===== src/design/fcb_pkg.sv =====
`timescale 1ns / 1ps
// ----------------------------------------------------------------------------
// fcb_pkg
// Shared widths, codes and reset values for the failure circuit breaker.
// ----------------------------------------------------------------------------
package fcb_pkg;

    localparam int unsigned CNT_W   = 32;
    localparam int unsigned FAIL_W  = 16;
    localparam int unsigned MODE_W  = 2;
    localparam int unsigned OP_W    = 2;
    localparam int unsigned CFG_W   = 16;
    localparam int unsigned CIDX_W  = 1;

    typedef logic [MODE_W-1:0] t_mode;
    typedef logic [OP_W-1:0]   t_op;

    localparam t_mode MODE_CLOSED = 2'd0;
    localparam t_mode MODE_OPEN   = 2'd1;
    localparam t_mode MODE_HALF   = 2'd2;

    localparam t_op OP_REQUEST   = 2'd0;
    localparam t_op OP_REPORT    = 2'd1;
    localparam t_op OP_RST_BRK   = 2'd2;
    localparam t_op OP_RST_CNT   = 2'd3;

    localparam logic [CIDX_W-1:0] REG_THRESHOLD = 1'd0;
    localparam logic [CIDX_W-1:0] REG_TIMEOUT   = 1'd1;

    localparam logic [CFG_W-1:0]  THRESHOLD_RESET = 16'd5;
    localparam logic [CFG_W-1:0]  TIMEOUT_RESET   = 16'd30;
    localparam logic [FAIL_W-1:0] FAIL_MAX        = 16'hFFFF;

endpackage


===== src/design/failure_circuit_breaker_core.sv =====
// A result is registered in the cycle after its input transaction is accepted.
// Throughput: one transaction per cycle while the input is not stalled; all work is one pass of compare,
// increment and select logic from the input ports into the state registers.
// Input stall is high only while a result waits and the output is stalled.
// Reset (synchronous, active low) closes the breaker, clears every counter,
// and loads the threshold with 5 and the timeout with 30 seconds.
`timescale 1ns / 1ps
// ----------------------------------------------------------------------------
// failure_circuit_breaker_core
// Closed/open/half-open circuit breaker with wrapping operation counters.
// ----------------------------------------------------------------------------
module failure_circuit_breaker_core (
    input  logic                         i_clk,
    input  logic                         i_rst_n,
    input  logic                         i_cfg_we,
    input  logic [fcb_pkg::CIDX_W-1:0]   i_cfg_idx,
    input  logic [fcb_pkg::CFG_W-1:0]    i_cfg_data,
    input  logic                         i_valid,
    output logic                         o_stall,
    input  logic [fcb_pkg::OP_W-1:0]     i_opcode,
    input  logic [fcb_pkg::CNT_W-1:0]    i_now_sec,
    input  logic                         i_op_failed,
    input  logic                         i_fast_path,
    output logic                         o_valid,
    input  logic                         i_stall,
    output logic                         o_permitted,
    output logic [fcb_pkg::MODE_W-1:0]   o_breaker_state,
    output logic [fcb_pkg::FAIL_W-1:0]   o_fail_count,
    output logic [fcb_pkg::CNT_W-1:0]    o_total_count,
    output logic [fcb_pkg::CNT_W-1:0]    o_failed_count,
    output logic [fcb_pkg::CNT_W-1:0]    o_fast_count,
    output logic [fcb_pkg::CNT_W-1:0]    o_slow_count,
    output logic [fcb_pkg::CNT_W-1:0]    o_trip_count
);
    import fcb_pkg::*;

    logic [CFG_W-1:0]  r_threshold;
    logic [CFG_W-1:0]  r_timeout;
    t_mode             r_mode,      n_mode;
    logic [FAIL_W-1:0] r_fails,     n_fails;
    logic [CNT_W-1:0]  r_last_fail, n_last_fail;
    logic [CNT_W-1:0]  r_total,     n_total;
    logic [CNT_W-1:0]  r_failed,    n_failed;
    logic [CNT_W-1:0]  r_fast,      n_fast;
    logic [CNT_W-1:0]  r_slow,      n_slow;
    logic [CNT_W-1:0]  r_trips,     n_trips;
    logic              r_permitted, n_permitted;
    logic              r_out_valid;

    logic              w_accept;
    logic [CNT_W-1:0]  w_elapsed;
    logic              w_timed_out;
    logic [FAIL_W-1:0] w_fails_inc;

    // The result register frees up in the same cycle its transaction is taken.
    assign o_stall  = r_out_valid & i_stall;
    assign w_accept = i_valid & ~o_stall;

    assign w_elapsed   = i_now_sec - r_last_fail;
    assign w_timed_out = w_elapsed >= {{(CNT_W-CFG_W){1'b0}}, r_timeout};
    assign w_fails_inc = (r_fails == FAIL_MAX) ? r_fails : r_fails + 1'b1;

    always_comb begin
        n_mode      = r_mode;
        n_fails     = r_fails;
        n_last_fail = r_last_fail;
        n_total     = r_total;
        n_failed    = r_failed;
        n_fast      = r_fast;
        n_slow      = r_slow;
        n_trips     = r_trips;
        n_permitted = 1'b0;
        case (i_opcode)
            OP_REQUEST: begin
                if (r_mode != MODE_OPEN) begin
                    n_permitted = 1'b1;
                end else if (w_timed_out) begin
                    n_permitted = 1'b1;
                    n_mode      = MODE_HALF;
                end
            end
            OP_REPORT: begin
                if (i_op_failed) begin
                    n_fails     = w_fails_inc;
                    n_last_fail = i_now_sec;
                    n_failed    = r_failed + 1'b1;
                    if (w_fails_inc >= r_threshold) begin
                        n_mode  = MODE_OPEN;
                        n_trips = r_trips + 1'b1;
                    end
                end else begin
                    n_fails = '0;
                    n_mode  = MODE_CLOSED;
                end
                n_total = r_total + 1'b1;
                if (i_fast_path) begin
                    n_fast = r_fast + 1'b1;
                end else begin
                    n_slow = r_slow + 1'b1;
                end
            end
            OP_RST_BRK: begin
                n_mode      = MODE_CLOSED;
                n_fails     = '0;
                n_last_fail = '0;
            end
            default: begin
                n_total  = '0;
                n_failed = '0;
                n_fast   = '0;
                n_slow   = '0;
                n_trips  = '0;
            end
        endcase
    end

    always_ff @(posedge i_clk) begin
        if (!i_rst_n) begin
            r_threshold <= THRESHOLD_RESET;
            r_timeout   <= TIMEOUT_RESET;
        end else if (i_cfg_we) begin
            case (i_cfg_idx)
                REG_THRESHOLD: r_threshold <= i_cfg_data;
                REG_TIMEOUT:   r_timeout   <= i_cfg_data;
                default:       r_timeout   <= r_timeout;
            endcase
        end
    end

    // Breaker state and counters double as the result fields; they only
    // change on an accepted transaction, so they hold while the output stalls.
    always_ff @(posedge i_clk) begin
        if (!i_rst_n) begin
            r_mode      <= MODE_CLOSED;
            r_fails     <= '0;
            r_last_fail <= '0;
            r_total     <= '0;
            r_failed    <= '0;
            r_fast      <= '0;
            r_slow      <= '0;
            r_trips     <= '0;
            r_permitted <= 1'b0;
            r_out_valid <= 1'b0;
        end else begin
            if (w_accept) begin
                r_mode      <= n_mode;
                r_fails     <= n_fails;
                r_last_fail <= n_last_fail;
                r_total     <= n_total;
                r_failed    <= n_failed;
                r_fast      <= n_fast;
                r_slow      <= n_slow;
                r_trips     <= n_trips;
                r_permitted <= n_permitted;
                r_out_valid <= 1'b1;
            end else if (!i_stall) begin
                r_out_valid <= 1'b0;
            end
        end
    end

    assign o_valid         = r_out_valid;
    assign o_permitted     = r_permitted;
    assign o_breaker_state = r_mode;
    assign o_fail_count    = r_fails;
    assign o_total_count   = r_total;
    assign o_failed_count  = r_failed;
    assign o_fast_count    = r_fast;
    assign o_slow_count    = r_slow;
    assign o_trip_count    = r_trips;

endmodule


===== config.mk =====
export PLATFORM = sky130hd
export DESIGN_NAME = failure_circuit_breaker_core
export DESIGN_NICKNAME = d
export VERILOG_FILES = /design/src/design/fcb_pkg.sv /design/src/design/failure_circuit_breaker_core.sv
export SDC_FILE = /design/constraint.sdc
export NUM_CORES = 1
export LEC_CHECK = 0
export BUFFER_PORTS_ARGS = -buffer_cell sky130_fd_sc_hd__buf_2
export CORE_MARGIN = 2
export CORE_UTILIZATION = 61
export CTS_BUF_LIST = sky130_fd_sc_hd__clkbuf_16
export CTS_CLUSTER_DIAMETER = 80
export DETAILED_ROUTE_END_ITERATION = 12
export PLACE_DENSITY = 0.83
export SYNTH_ARGS = -nofsm -noshare
export SYNTH_HDL_FRONTEND = slang
export SYNTH_SLANG_ARGS = --single-unit

===== constraint.sdc =====
create_clock -name i_clk -period 8.1 [get_ports i_clk]
set_input_delay 0.405 -clock i_clk [delete_from_list [all_inputs] [get_ports i_clk]]
set_output_delay 0.405 -clock i_clk [all_outputs]
set_load 0.1 [all_outputs]

==> metrics.md <==
| Metric | Value |
|---|---|
| Ports | 239 |
| Port Buffer Count | 238 |
| Fill cells | 1774 |
| Final Hold Viols | 0 |
| Asr flop ratio synth | 0 |
| Post_cts resized | 0 |
| Slew HR | 0.218 |
| Syn avg cell area | 8.07 sq um |
| CP max stage delay | 0.62 ns |
| Placer Congestion | 0.923 |
| Worst VDD drop | 0.000161 V |
| Post-synthesis sequential element count | 244 |
| Pins Over Slew Limit | 0 |
| Deepest clock path buffer count | 3 |
| Met2 Wirelength | 15.4 mm |
| R2R Setup Slk | 2.88 ns |
| CP max FO | 20 |
| Routed WL | 32.5 mm |
| Via Count | 12300 |
| Initial antenna violation count | 1 |
| Hold crit path type | in -> reg |
| Root Buffer | clkbuf_16 |
| Iteration-0 DRC Markers | 657 |
| EDFF count, synth | 0 |
| Critical-path cell list | and3_1 > and2_1 > nand2_1 > nor3_1 > nand4_1 > xnor2_1 > ha_1 > nand2b_1 > a21o_1 > a21o_1 > a21o_1 > a21o_1 > a2111oi_2 > nor3_2 > buf_4 > nor2_1 > or3_1 > a21oi_1 |
| Synthesis warning total | 0 |
| Most frequent cells in the layout | dfxtp_1 (244), buf_2 (238), nand2_1 (218) |
| Final cell count without fillers | 2162 |
| Fmax | 192 MHz |
| CTS Hold Buffers Added | 0 |
| Die Area | 23100 sq um |
| Post-layout minimum cycle time | 5.22 ns |
| Die X | 152 microns |
| Clock Latency Late Sink | 0.54 ns |
| CP endpoint kind | flop |
| Routed length on met1 | 14.3 mm |
| CTS tree | built |
| DRC | 0 |
| CP Launch Point | o_fail_count[3]$_SDFFE_PN0P_ |
| Critical Path RT | 8.47 ns |
| Pwr dens | 175 nW/um^2 |
| Synth-to-Final Area Change | 16.6% |
| R2r worst-path depth | 18 |
| Number of cells on the worst hold path | 3 |
| TritonRoute pass-1 iters | 5 |
| Aggregate global-route resource usage | 0.273 |
| Leakage power | 6.42 nW |
| Clk sinks | 244 |
| Layout Skew | 0.0128 ns |
| Layout cells sized above 1 | 0.163 |
| CP arrival | 5.59 ns |
| WL/cell | 15.0 microns |
| Placed insts | 2113 |
| Worst path top cell family by delay | simple AND/OR/NAND/NOR gates |
| Final hold slack | 0.0974 ns |
| First-pass GRT wire length | 54.6 mm |
| CP max-delay cell | nor2_1 |
| RSZ-0062 raised after global routing | false |
| Synth Cell Area | 13300 sq um |
| Final HPWL DP | 23.8 mm |
| Largest net degree at the start of global routing | 114 |
| Final setup vio count | 0 |
| Synthesized instance count | 1654 |
| Hold_sp | i_cfg_data[0] |
| Core ar. | 21600 sq um |
| Vias/cell | 5.68 |
| Hold Path End | r_threshold[0]$_SDFFE_PN1P_ |
| Met3 WL | 1.88 mm |
| Fin Setup TNS | 0 ns |
| CP Launch Type | flop |
| Vias in the first global route | 11600 |
| Critical Path Most Common Cell | a21o_1 |
| Worst R2R Start | o_fail_count[3]$_SDFFE_PN0P_ |
| Die height | 152 microns |
| Clk slew on worst S/H paths | 0.06 ns |
| Antenna viol nets, final | 0 |
| Row count | 54 |
| Max Cap Viol | 0 |
| Top FF cell, synth | dfxtp_1 |
| Setup WS post-layout | 2.88 ns |
| Depth of the CTS H-tree | 1 |
| Synth cell types | 70 |
| Register area share after synthesis | 0.366 |
| Most common cell after layout, fill and taps aside | dfxtp_1 |
| Initial Util | 0.617 |
| Setup repair bufs after CTS | 0 |
| Outcome | completed |
| WP buf/inv | 1 |
| Fin crit share | 0.645 |
| Slew @ Worst Pin | 1.17 ns |
| TritonCTS Buffers | 27 |
| DP Worst Slack | 2.96 ns |
| Total grt overflow | 0 |
| Worst flop-to-flop path endpoint | o_trip_count[6]$_SDFFE_PN0P_ |
| Syn_nets | 1786 |
| Total power | 2.73 mW |
| Top sig layer | met4 |
| Final #Nets | 1994 |
| Critical setup path kind | reg -> reg |
flip-flops by register name, summed over array words and instances (netlist names):
name / flops
o_failed_count: 32
o_fail_count: 16
o_permitted: 1
o_total_count: 32
r_threshold: 16
o_breaker_state: 2
o_fast_count: 32
r_timeout: 16
o_valid: 1
o_trip_count: 32
o_slow_count: 32
r_last_fail: 32
Yosys cell counts, drive strengths merged, types with 2 or more instances:
cell	n	area, sq um
nand2b	16	108
nor3b	3	38.8
or3	47	299
mux2	3	33.8
mux2i	3	30.0
nand3	48	240
o21ai	75	375
a21boi	64	480
o221ai	2	17.5
nor3	19	106
o2111ai	10	87.6
clkbuf	57	214
nand3b	31	233
inv	86	323
o21a	4	30.0
buf	9	52.6
and2	20	128
nand2	220	836
o211ai	20	150
a2111oi	2	23.8
and3	26	163
nand4	51	334
dfxtp	244	4880
o21bai	4	30.0
nor2b	27	169
o31ai	7	52.6
nor2	161	612
a22oi	16	120
and4	10	92.6
or2	6	37.5
a31oi	3	18.8
xor2	103	902
xnor2	41	359
a21o	20	150
o211a	2	20.0
a21oi	101	505
ha	73	913
nor4	3	18.8
a211oi	3	22.5
tightest hold or removal path: stages:
cell	delay [ns]
buf_2	0.09
nand2_1	0.04
nand3_1	0.06
per-layer routing:
metal,track usage,vias to the layer above
li1,-,6153
met3,0.0362,66
met2,0.473,359
met1,0.355,5704
met4,0.0877,0
met5,0,-
worst max-delay path by stage:
stage	endpoint	depth (start not counted)
after global routing	o_trip_count[17]$_SDFFE_PN0P_	18
final	o_trip_count[6]$_SDFFE_PN0P_	18
after CTS	o_trip_count[6]$_SDFFE_PN0P_	18
after detailed placement	o_trip_count[6]$_SDFFE_PN0P_	17
after global placement	o_trip_count[6]$_SDFFE_PN0P_	18
after floorplan	o_trip_count[28]$_SDFFE_PN0P_	20
final cells by class:
| cell class | instances | area, sq um | area share |
|---|---|---|---|
| clock inverter | 21 | 184 | 0.0118 |
| tap | 280 | 350 | 0.0225 |
| clock buffer | 27 | 676 | 0.0434 |
| inverter | 86 | 323 | 0.0207 |
| multi-input combinational | 1258 | 7890 | 0.507 |
| sequential | 244 | 4880 | 0.314 |
| timing repair buffer | 245 | 1240 | 0.0799 |
| antenna | 1 | 2.50 | 0.000161 |
per-stage QoR:
stage	instance area, sq um	utilization
floorplan	13300	-
global placement	14700	0.680
detailed placement	14700	0.680
CTS	15600	0.719
global route	15600	0.719
finish	15600	0.720
report_power, final:
group | total, mW | switching (mW) | internal, mW
Sequential | 1.22 | 0.00851 | 1.22
Combinational | 0.307 | 0.194 | 0.113
Clock | 1.19 | 0.494 | 0.700
cells by family (layout without fill, tap and decap cells):
| family | count (synthesis) | in the layout | synth area share |
|---|---|---|---|
| AND/OR/NAND/NOR | 691 | 691 | 0.258 |
| AO/OA/AOI/OAI | 343 | 343 | 0.163 |
| flip-flops | 244 | 244 | 0.366 |
| buffers and inverters | 152 | 379 | 0.0442 |
| XOR/XNOR | 144 | 144 | 0.0945 |
| adder cells (fa/ha/maj) | 74 | 74 | 0.0699 |
| multiplexers | 6 | 6 | 0.00478 |
| other | 0 | 1 | 0 |
Note: power is estimated with default switching activity, not from simulation.
